`config.mk`:
```
export PLATFORM = sky130hd
export DESIGN_NAME = ipv6_router_advert_slaac_parser
export DESIGN_NICKNAME = d
export VERILOG_FILES = /design/src/rtl/core/rasp_pkg.sv /design/src/rtl/core/ipv6_router_advert_slaac_parser.sv /design/src/rtl/core/rasp_front.sv /design/src/rtl/core/rasp_queue.sv /design/src/rtl/core/rasp_back.sv
export SDC_FILE = /design/constraint.sdc
export NUM_CORES = 2
export LEC_CHECK = 0
export CAP_MARGIN = 20
export CORE_MARGIN = 1
export CORE_UTILIZATION = 51
export CTS_CLUSTER_DIAMETER = 80
export DETAILED_ROUTE_END_ITERATION = 8
export DONT_BUFFER_PORTS = 1
export GPL_TIMING_DRIVEN = 0
export PLACE_DENSITY = 0.66
export RECOVER_POWER = 25
export SETUP_SLACK_MARGIN = 0.02
export SKIP_CTS_REPAIR_TIMING = 1
export SLEW_MARGIN = 10
export SYNTH_ARGS = -nofsm -noshare
export SYNTH_HDL_FRONTEND = slang
export SYNTH_SLANG_ARGS = --single-unit
```
`constraint.sdc`:
```
create_clock -name clk -period 51.9 [get_ports clk]
set_clock_uncertainty 0.1 [all_clocks]
set_input_delay 2.595 -clock clk [delete_from_list [all_inputs] [get_ports clk]]
set_output_delay 2.595 -clock clk [all_outputs]
set_load 0.02 [all_outputs]
```
`src/rtl/core/rasp_pkg.sv`:
```
// Package for the IPv6 router advertisement SLAAC parser.
// Payload structs, phase and action codes, constants. No dependencies.
`timescale 1ns / 1ps
package rasp_pkg;

    localparam int unsigned IcmpStart = 54;
    localparam logic [16:0] PosMax    = 17'h1ffff;
    localparam logic [63:0] NsPerSec  = 64'd1000000000;

    typedef enum logic [1:0] {
        PH_WALK  = 2'd0,
        PH_FOUND = 2'd1,
        PH_END   = 2'd2,
        PH_BAD   = 2'd3
    } phase_t;

    typedef enum logic [1:0] {
        ST_OK    = 2'd0,
        ST_SHORT = 2'd1,
        ST_BAD   = 2'd2
    } status_t;

    typedef enum logic [1:0] {
        RA_NONE     = 2'd0,
        RA_LEARN    = 2'd1,
        RA_WITHDRAW = 2'd2
    } raction_t;

    typedef enum logic [1:0] {
        AA_NONE   = 2'd0,
        AA_ULA    = 2'd1,
        AA_GLOBAL = 2'd2
    } aaction_t;

    localparam logic [1:0] RegMac = 2'd0;

    typedef struct packed {
        logic [7:0]  frame_byte;
        logic        frame_last;
        logic [63:0] now_ns;
    } in_item_t;

    typedef struct packed {
        logic [1:0]  status;
        logic [1:0]  router_action;
        logic [63:0] router_addr_high;
        logic [63:0] router_addr_low;
        logic [63:0] router_expiry;
        logic [1:0]  address_action;
        logic [63:0] address_high;
        logic [63:0] address_low;
        logic [63:0] address_expiry;
    } out_item_t;

    // frame summary handed from the byte parser to the result stage
    typedef struct packed {
        logic        reject;
        logic        bad;
        logic        found;
        logic [15:0] router_life;
        logic [63:0] src_high;
        logic [63:0] src_low;
        logic [31:0] valid_life;
        logic [63:0] prefix;
        logic [63:0] now_ns;
    } frame_sum_t;

endpackage

```
`src/rtl/core/ipv6_router_advert_slaac_parser.sv`:
```
// Top level of the IPv6 router advertisement SLAAC parser.
// Uses rasp_pkg, rasp_front, rasp_queue, rasp_back.
`timescale 1ns / 1ps
// Usage:
//   Input channel in_valid/in_stall/in_data carries one frame byte per request,
//   starting at the Ethernet header; frame_last marks the end, now_ns is
//   sampled with it. One result per frame leaves on out_valid/out_stall/out_data.
//   mac_address is written over APB at address 0 (64-bit data, bits 47:0).
//   Throughput: one byte per cycle while in_stall is low. out_valid rises once
//   the last byte has passed the queue (written when that byte is accepted),
//   then the multiply stage, then the output register; out_stall can hold it.
//   in_stall rises only when the two-entry summary queue is full, which
//   happens only if out_stall holds back results across several frames.
//   The last-byte multiply (lifetime by 1e9) has its own register stage.
//   Reset clears the parse state, the router-known flag and the MAC; the
//   output register holds its result while out_stall is high.
module ipv6_router_advert_slaac_parser
(
    input  logic                 clk,
    input  logic                 rst_n,
    input  logic                 psel,
    input  logic                 penable,
    input  logic                 pwrite,
    input  logic [3:0]           paddr,
    input  logic [63:0]          pwdata,
    output logic [63:0]          prdata,
    output logic                 pready,
    input  logic                 in_valid,
    output logic                 in_stall,
    input  rasp_pkg::in_item_t   in_data,
    output logic                 out_valid,
    input  logic                 out_stall,
    output rasp_pkg::out_item_t  out_data
);

    logic [47:0]          mac_reg;
    logic                 in_take, sum_valid, q_full, q_valid, q_take;
    rasp_pkg::frame_sum_t sum, q_data;

    assign pready = 1'b1;

    // configuration register
    always_ff @(posedge clk or negedge rst_n)
    begin
        if (!rst_n) mac_reg <= '0;
        else if (psel && penable && pwrite && paddr[3:2] == rasp_pkg::RegMac && paddr[1:0] == 2'd0)
            mac_reg <= pwdata[47:0];
    end

    assign prdata = (paddr[3:2] == rasp_pkg::RegMac) ? {16'd0, mac_reg} : 64'd0;

    assign in_stall = q_full;
    assign in_take  = in_valid && !in_stall;

    rasp_front u_front
    (
        .clk       (clk),
        .rst_n     (rst_n),
        .in_take   (in_take),
        .in_item   (in_data),
        .sum_valid (sum_valid),
        .sum       (sum)
    );

    rasp_queue u_queue
    (
        .clk      (clk),
        .rst_n    (rst_n),
        .wr_en    (sum_valid),
        .wr_data  (sum),
        .full     (q_full),
        .rd_valid (q_valid),
        .rd_en    (q_take),
        .rd_data  (q_data)
    );

    rasp_back u_back
    (
        .clk       (clk),
        .rst_n     (rst_n),
        .mac       (mac_reg),
        .q_valid   (q_valid),
        .q_data    (q_data),
        .q_take    (q_take),
        .out_valid (out_valid),
        .out_stall (out_stall),
        .out_item  (out_data)
    );

    // a held result must not change under stall
    assert property (@(posedge clk) disable iff (!rst_n)
        out_valid && out_stall |=> out_valid && $stable(out_data))
        else $error("result changed while stalled");

    // no summary is written into a full queue
    assert property (@(posedge clk) disable iff (!rst_n)
        !(sum_valid && q_full))
        else $error("summary queue overflow");

    // a rejected frame never reports a router or address
    assert property (@(posedge clk) disable iff (!rst_n)
        out_valid && out_data.status == rasp_pkg::ST_SHORT |->
        out_data.router_action == rasp_pkg::RA_NONE &&
        out_data.address_action == rasp_pkg::AA_NONE)
        else $error("rejected frame carried actions");

endmodule

```
`src/rtl/core/rasp_front.sv`:
```
// Front part: walks frame bytes, captures header fields and the option list.
// Emits one frame summary at the last byte. Depends on rasp_pkg.
`timescale 1ns / 1ps
module rasp_front
(
    input  logic                  clk,
    input  logic                  rst_n,
    input  logic                  in_take,
    input  rasp_pkg::in_item_t    in_item,
    output logic                  sum_valid,
    output rasp_pkg::frame_sum_t  sum
);

    logic [16:0]      pos_reg;
    logic [15:0]      plen_reg;
    logic [15:0]      rlife_reg;
    logic [63:0]      src0_reg, src1_reg;
    logic [16:0]      ooff_reg;
    logic [10:0]      obytes_reg;
    logic [31:0]      ohdr_reg;
    logic [31:0]      vlife_reg;
    logic [63:0]      pfx_reg;
    rasp_pkg::phase_t phase_reg;

    logic [7:0]       b;
    logic [15:0]      plen_next;
    logic [15:0]      rlife_next;
    logic [63:0]      src0_next, src1_next;
    logic [16:0]      ooff_next;
    logic [10:0]      obytes_next;
    logic [31:0]      ohdr_next;
    logic [31:0]      vlife_next;
    logic [63:0]      pfx_next;
    rasp_pkg::phase_t phase_next;
    logic [16:0]      r, rel;
    logic [17:0]      flen;

    assign b = in_item.frame_byte;

    // per-byte field capture and option walk
    always_comb
    begin
        plen_next   = plen_reg;
        rlife_next  = rlife_reg;
        src0_next   = src0_reg;
        src1_next   = src1_reg;
        ooff_next   = ooff_reg;
        obytes_next = obytes_reg;
        ohdr_next   = ohdr_reg;
        vlife_next  = vlife_reg;
        pfx_next    = pfx_reg;
        phase_next  = phase_reg;
        r   = pos_reg - 17'(rasp_pkg::IcmpStart);
        rel = r - ooff_reg;
        if (pos_reg == 17'd18) plen_next = {b, 8'd0};
        else if (pos_reg == 17'd19) plen_next = {plen_reg[15:8], b};
        if (pos_reg >= 17'd22 && pos_reg <= 17'd29) src0_next = {src0_reg[55:0], b};
        else if (pos_reg >= 17'd30 && pos_reg <= 17'd37) src1_next = {src1_reg[55:0], b};
        if (pos_reg == 17'(rasp_pkg::IcmpStart + 6)) rlife_next = {b, 8'd0};
        else if (pos_reg == 17'(rasp_pkg::IcmpStart + 7)) rlife_next = {rlife_reg[15:8], b};
        if (pos_reg >= 17'(rasp_pkg::IcmpStart) && r >= ooff_reg)
        begin
            if (phase_reg == rasp_pkg::PH_FOUND)
            begin
                if (rel >= 17'd4 && rel <= 17'd7) vlife_next = {vlife_reg[23:0], b};
                if (rel >= 17'd16 && rel <= 17'd23) pfx_next = {pfx_reg[55:0], b};
            end
            else if (phase_reg == rasp_pkg::PH_WALK && r < {1'b0, plen_reg})
            begin
                if (rel == 17'd0)
                begin
                    if ({1'b0, ooff_reg} + 18'd2 > {2'b0, plen_reg})
                        phase_next = rasp_pkg::PH_END;
                    else
                        ohdr_next = {24'd0, b};
                end
                else if (rel <= 17'd3)
                begin
                    ohdr_next = {ohdr_reg[23:0], b};
                    if (rel == 17'd1)
                    begin
                        obytes_next = {b, 3'd0};
                        if (b == 8'd0 ||
                            {6'd0, b, 3'd0} > 17'(plen_reg) - ooff_reg)
                            phase_next = rasp_pkg::PH_BAD;
                    end
                    else if (rel == 17'd3)
                    begin
                        if (ohdr_reg[23:16] == 8'd3 && obytes_reg == 11'd32 &&
                            ohdr_reg[7:0] == 8'd64 && b[6])
                            phase_next = rasp_pkg::PH_FOUND;
                    end
                end
                else if (rel == 17'(obytes_reg) - 17'd1)
                    ooff_next = ooff_reg + 17'(obytes_reg);
            end
        end
    end

    // length checks and frame summary at the last byte
    always_comb
    begin
        flen = {1'b0, pos_reg} + 18'd1;
        sum.reject = flen < 18'(rasp_pkg::IcmpStart + 16) || plen_next < 16'd16 ||
                     {2'b0, plen_next} > flen - 18'(rasp_pkg::IcmpStart);
        sum.bad         = phase_next == rasp_pkg::PH_BAD;
        sum.found       = phase_next == rasp_pkg::PH_FOUND;
        sum.router_life = rlife_next;
        sum.src_high    = src0_next;
        sum.src_low     = src1_next;
        sum.valid_life  = vlife_next;
        sum.prefix      = pfx_next;
        sum.now_ns      = in_item.now_ns;
    end

    assign sum_valid = in_take && in_item.frame_last;

    // control state
    always_ff @(posedge clk or negedge rst_n)
    begin
        if (!rst_n)
        begin
            pos_reg    <= '0;
            plen_reg   <= '0;
            rlife_reg  <= '0;
            ooff_reg   <= 17'd16;
            obytes_reg <= '0;
            ohdr_reg   <= '0;
            vlife_reg  <= '0;
            pfx_reg    <= '0;
            phase_reg  <= rasp_pkg::PH_WALK;
        end
        else if (in_take)
        begin
            if (in_item.frame_last)
            begin
                pos_reg    <= '0;
                plen_reg   <= '0;
                rlife_reg  <= '0;
                ooff_reg   <= 17'd16;
                obytes_reg <= '0;
                ohdr_reg   <= '0;
                vlife_reg  <= '0;
                pfx_reg    <= '0;
                phase_reg  <= rasp_pkg::PH_WALK;
            end
            else
            begin
                if (pos_reg != rasp_pkg::PosMax) pos_reg <= pos_reg + 17'd1;
                plen_reg   <= plen_next;
                rlife_reg  <= rlife_next;
                ooff_reg   <= ooff_next;
                obytes_reg <= obytes_next;
                ohdr_reg   <= ohdr_next;
                vlife_reg  <= vlife_next;
                pfx_reg    <= pfx_next;
                phase_reg  <= phase_next;
            end
        end
    end

    // source address store
    always_ff @(posedge clk)
    begin
        if (in_take)
        begin
            src0_reg <= src0_next;
            src1_reg <= src1_next;
        end
    end

endmodule

```
`src/rtl/core/rasp_queue.sv`:
```
// Two-entry queue of frame summaries between the parser and the result stage.
// Depends on rasp_pkg.
`timescale 1ns / 1ps
module rasp_queue
(
    input  logic                  clk,
    input  logic                  rst_n,
    input  logic                  wr_en,
    input  rasp_pkg::frame_sum_t  wr_data,
    output logic                  full,
    output logic                  rd_valid,
    input  logic                  rd_en,
    output rasp_pkg::frame_sum_t  rd_data
);

    rasp_pkg::frame_sum_t mem_reg [2];
    logic       wp_reg, rp_reg;
    logic [1:0] cnt_reg;

    assign full     = cnt_reg == 2'd2;
    assign rd_valid = cnt_reg != 2'd0;
    assign rd_data  = mem_reg[rp_reg];

    // pointers and fill count
    always_ff @(posedge clk or negedge rst_n)
    begin
        if (!rst_n)
        begin
            wp_reg  <= 1'b0;
            rp_reg  <= 1'b0;
            cnt_reg <= 2'd0;
        end
        else
        begin
            if (wr_en) wp_reg <= ~wp_reg;
            if (rd_en) rp_reg <= ~rp_reg;
            cnt_reg <= cnt_reg + 2'(wr_en) - 2'(rd_en);
        end
    end

    always_ff @(posedge clk)
    begin
        if (wr_en) mem_reg[wp_reg] <= wr_data;
    end

endmodule

```
`src/rtl/core/rasp_back.sv`:
```
// Back part: router tracking, expiry arithmetic, SLAAC address, output register.
// Two stages: product register then sum/saturate. Depends on rasp_pkg.
`timescale 1ns / 1ps
module rasp_back
(
    input  logic                  clk,
    input  logic                  rst_n,
    input  logic [47:0]           mac,
    input  logic                  q_valid,
    input  rasp_pkg::frame_sum_t  q_data,
    output logic                  q_take,
    output logic                  out_valid,
    input  logic                  out_stall,
    output rasp_pkg::out_item_t   out_item
);

    logic                 s1_valid_reg;
    rasp_pkg::frame_sum_t s1_reg;
    logic [63:0]          rspan_reg, aspan_reg;
    logic                 ovalid_reg;
    rasp_pkg::out_item_t  out_reg;
    logic                 known_reg;

    logic                 s1_go, s2_go;
    rasp_pkg::out_item_t  res;
    logic [64:0]          rsum, asum;
    logic [7:0]           top;
    logic                 glob, ula;

    assign s2_go  = s1_valid_reg && (!ovalid_reg || !out_stall);
    assign s1_go  = !s1_valid_reg || s2_go;
    assign q_take = q_valid && s1_go;

    // stage 1: lifetimes times one billion
    always_ff @(posedge clk or negedge rst_n)
    begin
        if (!rst_n) s1_valid_reg <= 1'b0;
        else if (s1_go) s1_valid_reg <= q_valid;
    end

    always_ff @(posedge clk)
    begin
        if (q_take)
        begin
            s1_reg    <= q_data;
            rspan_reg <= 64'(q_data.router_life) * rasp_pkg::NsPerSec;
            aspan_reg <= 64'(q_data.valid_life) * rasp_pkg::NsPerSec;
        end
    end

    // stage 2: result fields
    always_comb
    begin
        res  = '0;
        rsum = {1'b0, s1_reg.now_ns} + {1'b0, rspan_reg};
        asum = {1'b0, s1_reg.now_ns} + {1'b0, aspan_reg};
        top  = s1_reg.prefix[63:56];
        glob = (top & 8'he0) == 8'h20;
        ula  = (top & 8'hfe) == 8'hfc;
        if (s1_reg.reject)
            res.status = rasp_pkg::ST_SHORT;
        else
        begin
            if (s1_reg.router_life != 16'd0)
            begin
                res.router_action    = rasp_pkg::RA_LEARN;
                res.router_addr_high = s1_reg.src_high;
                res.router_addr_low  = s1_reg.src_low;
                res.router_expiry    = rsum[64] ? '1 : rsum[63:0];
            end
            else if (known_reg)
                res.router_action = rasp_pkg::RA_WITHDRAW;
            if (s1_reg.bad)
                res.status = rasp_pkg::ST_BAD;
            else if (s1_reg.found && s1_reg.valid_life != 32'd0 && (glob || ula))
            begin
                res.address_action = glob ? rasp_pkg::AA_GLOBAL : rasp_pkg::AA_ULA;
                res.address_high   = s1_reg.prefix;
                res.address_low    = {mac[47:40] ^ 8'h02, mac[39:24], 16'hfffe, mac[23:0]};
                res.address_expiry = asum[64] ? '1 : asum[63:0];
            end
        end
    end

    // output register and router flag
    always_ff @(posedge clk or negedge rst_n)
    begin
        if (!rst_n)
        begin
            ovalid_reg <= 1'b0;
            known_reg  <= 1'b0;
        end
        else
        begin
            if (s2_go)
            begin
                ovalid_reg <= 1'b1;
                if (!s1_reg.reject) known_reg <= s1_reg.router_life != 16'd0;
            end
            else if (!out_stall)
                ovalid_reg <= 1'b0;
        end
    end

    always_ff @(posedge clk)
    begin
        if (s2_go) out_reg <= res;
    end

    assign out_valid = ovalid_reg;
    assign out_item  = out_reg;

endmodule
```
-- After elaboration in Yosys (flattened, before gate mapping)
Memory sizes are Yosys's and may differ from the RTL's.
Index checks and enable logic that the tools add are counted.
- add/subtract/negate cells: 13
- multipliers: 2
- order comparisons: 17
- equality and inequality tests: 22
- mux-type cells: 63
- bitwise operators: 6
- reduce and logical (&&, ||, !) cells: 53
- operator list (operator ; count):
    64-bit 2-to-1 mux ; 9
    24-bit 2-to-1 mux ; 7
    17-bit 2-to-1 mux ; 9
    32-bit 2-to-1 mux ; 4
    104-bit 2-to-1 mux ; 1
    11-bit 2-to-1 mux ; 7
    64-bit by 46-bit adder with 65-bit output ; 1
    64-bit by 62-bit adder with 65-bit output ; 1
    16-bit 2-to-1 mux ; 4
    32-bit by 21-bit multiplier with 53-bit output, second input constant ; 1
    17-bit by 5-bit >= comparator with 1-bit output, second input constant ; 3
    48-bit 2-to-1 mux ; 1
    16-bit by 21-bit multiplier with 37-bit output, second input constant ; 1
    17-bit by 5-bit == test with 1-bit output, second input constant ; 2
    17-bit by 6-bit == test with 1-bit output, second input constant ; 2
    17-bit by 5-bit less-or-equal comparator with 1-bit output, second input constant ; 2
    32-bit nonzero test ; 1
    2-bit 2-to-1 mux ; 14
    1-bit logical AND ; 19
    17-bit by 1-bit adder with 18-bit output, second input constant ; 1
    17-bit by 2-bit adder with 18-bit output, second input constant ; 1
    16-bit by 18-bit greater-than comparator with 1-bit output ; 1
    18-bit by 16-bit greater-than comparator with 1-bit output ; 1
    18-bit by 7-bit < comparator with 1-bit output, second input constant ; 1
    other kinds (48) ; 82
- bits in registers: 1169
- bits in writable memories: 614
- input bits: 148
- output and inout port bits: 457
- logic and storage cells: 217
- memories: 1
- memories (name ; depth ; bits a word ; read ports ; clocked after Yosys merged registers in ; wr ports ; RTL line ; source):
    u_queue.mem_reg ; 2 ; 307 ; 1 ; 0 ; 1 ; rasp_queue.sv:16 ; rasp_pkg::frame_sum_t mem_reg [2];

-- Longest topological paths before layout
- depth in word-level cells: 13
- gate-level depth with buffers: 30
- gate-level depth less buffers: 26

-- By module
From an unflattened synthesis, not the netlist that was laid out.
- cell total of the unflattened synthesis: 7048
- area total of the unflattened synthesis: 95678.0 sq um
- modules (own cells, without submodules) (module ; instances ; cells an instance ; area each (sq um) ; seq. area each (sq um)):
    rasp_back ; 1 ; 3946 ; 50464.6 ; 23137.2
    rasp_queue ; 1 ; 970 ; 23159.7 ; 18537.8
    rasp_front ; 1 ; 1955 ; 19767.7 ; 8674.6
    ipv6_router_advert_slaac_parser ; 1 ; 177 ; 2285.9 ; 1201.2

-- Least setup slack after synthesis
Ideal clock, no wire load.
- path type: input port to flip-flop
- from: in out_stall
- to: reg u_queue.cnt_reg[1]
- library setup time: 0.123 ns
- data arrival time: 26.872 ns
- setup slack: 24.805 ns
- cell stages on the path: 6
- path buffers: 0
- cell sequence: a31oi_1 > ha_1 > inv_1 > ha_1 > xnor2_1 > xnor2_1
- cells in the longest elaborated chain, start to end: 6
- ends and longest elaborated chain (what ; RTL line ; source):
    start, declared ; ipv6_router_advert_slaac_parser.sv:32 ; input logic out_stall,
    1-bit logical NOT ; rasp_back.sv:30 ; assign s2_go = s1_valid_reg && (!ovalid_reg || !out_stall);
    1-bit logical OR ; rasp_back.sv:30 ;
    1-bit logical AND ; rasp_back.sv:30 ;
    1-bit logical OR ; rasp_back.sv:31 ; assign s1_go = !s1_valid_reg || s2_go;
    1-bit logical AND ; rasp_back.sv:32 ; assign q_take = q_valid && s1_go;
    2-bit by 1-bit subtractor with 2-bit output ; rasp_queue.sv:37 ; cnt_reg <= cnt_reg + 2'(wr_en) - 2'(rd_en);
    end signal, assigned ; rasp_queue.sv:37 ;
    end, declared ; rasp_queue.sv:18 ; logic [1:0] cnt_reg;
Every way passes these cells.
A chain may end at the register's enable or synchronous reset.

==> metrics.yaml <==
avgRoutedWirePerCell_um: 24.3
cts.htree.levels: 4
synth.largest_area_cell: "sky130_fd_sc_hd__edfxtp_1"
route.vias.total: 57200
cts.root.buffer_cell: "sky130_fd_sc_hd__clkbuf_16"
syn_avg_cell_area_um2: 13.0
die-width_um: 434
setup_viol: 0
largest_register_ff_count: 614
clk-insertion-delay-late_ns: 0.84
cts.path.max_buffers: 3
synth_cell_type_count: 92
gr-usage-all-layers_pct: 26.0
worst_path_fanout_max: 10
grt_overflow: 0
synth.yosys.warnings: 0
relSlewSlack_pct: -107
tightest_slew_ns: 3.11
cp_data_arrival_time_ns: 11.87
place_hpwl_mm: 189
timing.final.hold_violations: 0
global_route.usage.met3_pct: 4.20
fin_setup_tns_ns: 0
netlist_top_cells_area: "sky130_fd_sc_hd__edfxtp_1 48%, sky130_fd_sc_hd__fa_1 9.4%, sky130_fd_sc_hd__ha_1 8.0%, sky130_fd_sc_hd__dfrtp_1 6.5%, sky130_fd_sc_hd__mux2_2 5.9%"
postRouteWirelength_mm: 247
final_max_slew_viol_count: 229
globalplace.congestion: 0.952
syn_inst: 7298
top_level_ports: 605
grt_util_met1_pct: 35.2
yosys_most_used_dff: "sky130_fd_sc_hd__edfxtp_1"
synth_sequential_area_ratio_pct: 54.1
cap_violations: 7
num-fill-cells: 15100
critPathKind: "reg2reg"
cts_buffers: 180
layout_commonest_cell: "sky130_fd_sc_hd__edfxtp_1"
ff2ff_path_depth: 24
core_area_um2: 185000
yosys_register_bits: 1758
worst-endpoint-required_ns: 52.33
drt_first_pass_iters: 6
drt-vias-per-instance: 5.61
outcome: "finished with violations"
antenna_found_initial: 10
clk_pin_slew_worst_paths_ns: 0.06
p_r_area_growth_vs_syn_pct: 10.8
timing.hold.worst.class: "reg2reg"
tritoncts: "yes"
synth_top_area_share_pct: 47.6
multi_input_area_um2: 39600
detail_route.drc_violations: 0
postSynth.asyncResetShare_pct: 14.1
start_kind: "flop"
clkSinkCount: 1758
floorplan.initialDensity_pct: 51.4
die_h_um: 434
synth-edff-count: 1510
worst_hold_path.num_cells: 1
first_global_vias: 56900
grt_setup_unrepaired: "no"
finalCritPeriodShare_pct: 22.0
drt_iter0_markers: 4631
grt_met2_use_pct: 42.8
drtAntennaViolNets: 0
top_usage_layer: "met2"
max_freq_mhz: 87.4
maximum_number_of_pins_on_one_net_before_global_route_repair: 249
grt_pass1_wl_mm: 365
fp-row-count: 158
fp.dieArea_um2: 188000
end_kind: "flop"
ff_latch_area_um2: 51600
portBuffers: 0
min_period_ns: 11.44
failed_checks: "max-capacitance violations, max-slew violations"
synthesis.area_um2: 95200
final_layout_size_suffix_gt1_share_pct: 10.8
fin_nets: 8765
most-common-layout-cells: "1510 x sky130_fd_sc_hd__edfxtp_1, 757 x sky130_fd_sc_hd__inv_1, 608 x sky130_fd_sc_hd__ha_1, 544 x sky130_fd_sc_hd__nand2_1, 447 x sky130_fd_sc_hd__fa_1"
-- cells by family after synthesis --
group	count (synthesis)	synth area share, %
compound gates	954	6.53
flops	1758	54.1
simple gates	1644	8.55
xor+xnor	240	2.22
other cells	2	0.00789
fa+ha+maj	1055	17.4
mux	584	6.82
buf+inv	1061	4.35
-- area by class of cell --
class	instances	share of cell area (%)
flip-flops and latches	1758	48.9
multi-input cells	4499	37.6
clock buffers	232	4.59
well taps	2480	2.94
inverters	758	2.70
plain buffers	303	1.24
clock inverters	101	1.13
repair buffers	62	0.981
diodes	3	0.00712
-- synthesized netlist by cell type (48+ instances only) --
library cell               instances
sky130_fd_sc_hd__a21o_1          118
sky130_fd_sc_hd__and2_1          305
sky130_fd_sc_hd__xor2_1          105
sky130_fd_sc_hd__nand3_1         256
sky130_fd_sc_hd__inv_1           757
sky130_fd_sc_hd__nand2_1         544
sky130_fd_sc_hd__mux2i_1          78
sky130_fd_sc_hd__clkbuf_1        227
sky130_fd_sc_hd__nor2_1          198
sky130_fd_sc_hd__o211ai_1         48
sky130_fd_sc_hd__edfxtp_1       1510
sky130_fd_sc_hd__and3_1           48
sky130_fd_sc_hd__nor2b_1          48
sky130_fd_sc_hd__nor3_1           61
sky130_fd_sc_hd__mux2_2          502
sky130_fd_sc_hd__xnor2_1         134
sky130_fd_sc_hd__dfrtp_1         247
sky130_fd_sc_hd__fa_1            447
sky130_fd_sc_hd__ha_1            608
sky130_fd_sc_hd__o21ai_0         224
sky130_fd_sc_hd__a21oi_1         247
-- metrics by stage --
stage	instance area [µm²]	instances	util (%)	hold WS, ns	worst slack, ns
after floorplan	95300	7318	-	0.360	24.80
after global placement	98400	9798	53.1	0.377	11.58
after detailed placement	99700	9860	53.8	0.380	41.06
after CTS	106000	10200	57.0	0.395	41.02
after global routing	105000	10200	56.9	0.411	39.72
final	106000	10200	56.9	0.392	40.46
-- path summary, 6_finish.rpt --
kind / start / endpoint / slack, ns
setup reg to reg: u_queue.rp_reg$_DFFE_PN0P_ / u_back.aspan_reg[53]$_DFFE_PP_ / 40.46
min in group asynchronous: rst_n / u_front.pfx_reg[43]$_DFFE_PN0P_ / 1.43
hold reg to reg: u_queue.cnt_reg[1]$_DFF_PN0_ / u_queue.cnt_reg[1]$_DFF_PN0_ / 0.39
hold / removal: u_queue.cnt_reg[1]$_DFF_PN0_ / u_queue.cnt_reg[1]$_DFF_PN0_ / 0.39
max in group asynchronous: rst_n / u_front.ooff_reg[3]$_DFFE_PN0P_ / 49.69
setup / recovery: u_queue.rp_reg$_DFFE_PN0P_ / u_back.aspan_reg[53]$_DFFE_PP_ / 40.46
-- worst max-delay path: stages, from the launching register on --
cell and delay, ns:
sky130_fd_sc_hd__dfrtp_1 0.34, sky130_fd_sc_hd__clkbuf_1 1.19, sky130_fd_sc_hd__clkbuf_1 0.86, sky130_fd_sc_hd__clkbuf_1 0.72
sky130_fd_sc_hd__mux2i_1 0.68, sky130_fd_sc_hd__inv_1 0.40, sky130_fd_sc_hd__ha_1 0.42, sky130_fd_sc_hd__fa_1 0.49
sky130_fd_sc_hd__inv_1 0.06, sky130_fd_sc_hd__fa_1 0.51, sky130_fd_sc_hd__fa_1 0.53, sky130_fd_sc_hd__fa_1 0.54
sky130_fd_sc_hd__inv_1 0.06, sky130_fd_sc_hd__fa_1 0.56, sky130_fd_sc_hd__fa_1 0.43, sky130_fd_sc_hd__ha_1 0.38
sky130_fd_sc_hd__a21oi_1 0.20, sky130_fd_sc_hd__o21ai_0 0.12, sky130_fd_sc_hd__a21oi_1 0.44, sky130_fd_sc_hd__a31oi_1 0.19
sky130_fd_sc_hd__o21ai_0 0.37, sky130_fd_sc_hd__a22oi_1 0.26, sky130_fd_sc_hd__a32oi_1 0.60, sky130_fd_sc_hd__nor2_1 0.08
sky130_fd_sc_hd__a2111oi_0 0.62
-- routing by layer --
metal,vias up,share of wire (%)
li1,26400,-
met3,375,5.6
met1,28700,43
met4,4,3.6
met2,1764,48
met5,-,0.0057
Power is left out: the tool's default activity adds up to more than one toggle a clock period on the data nets, which glitch-free logic cannot reach.
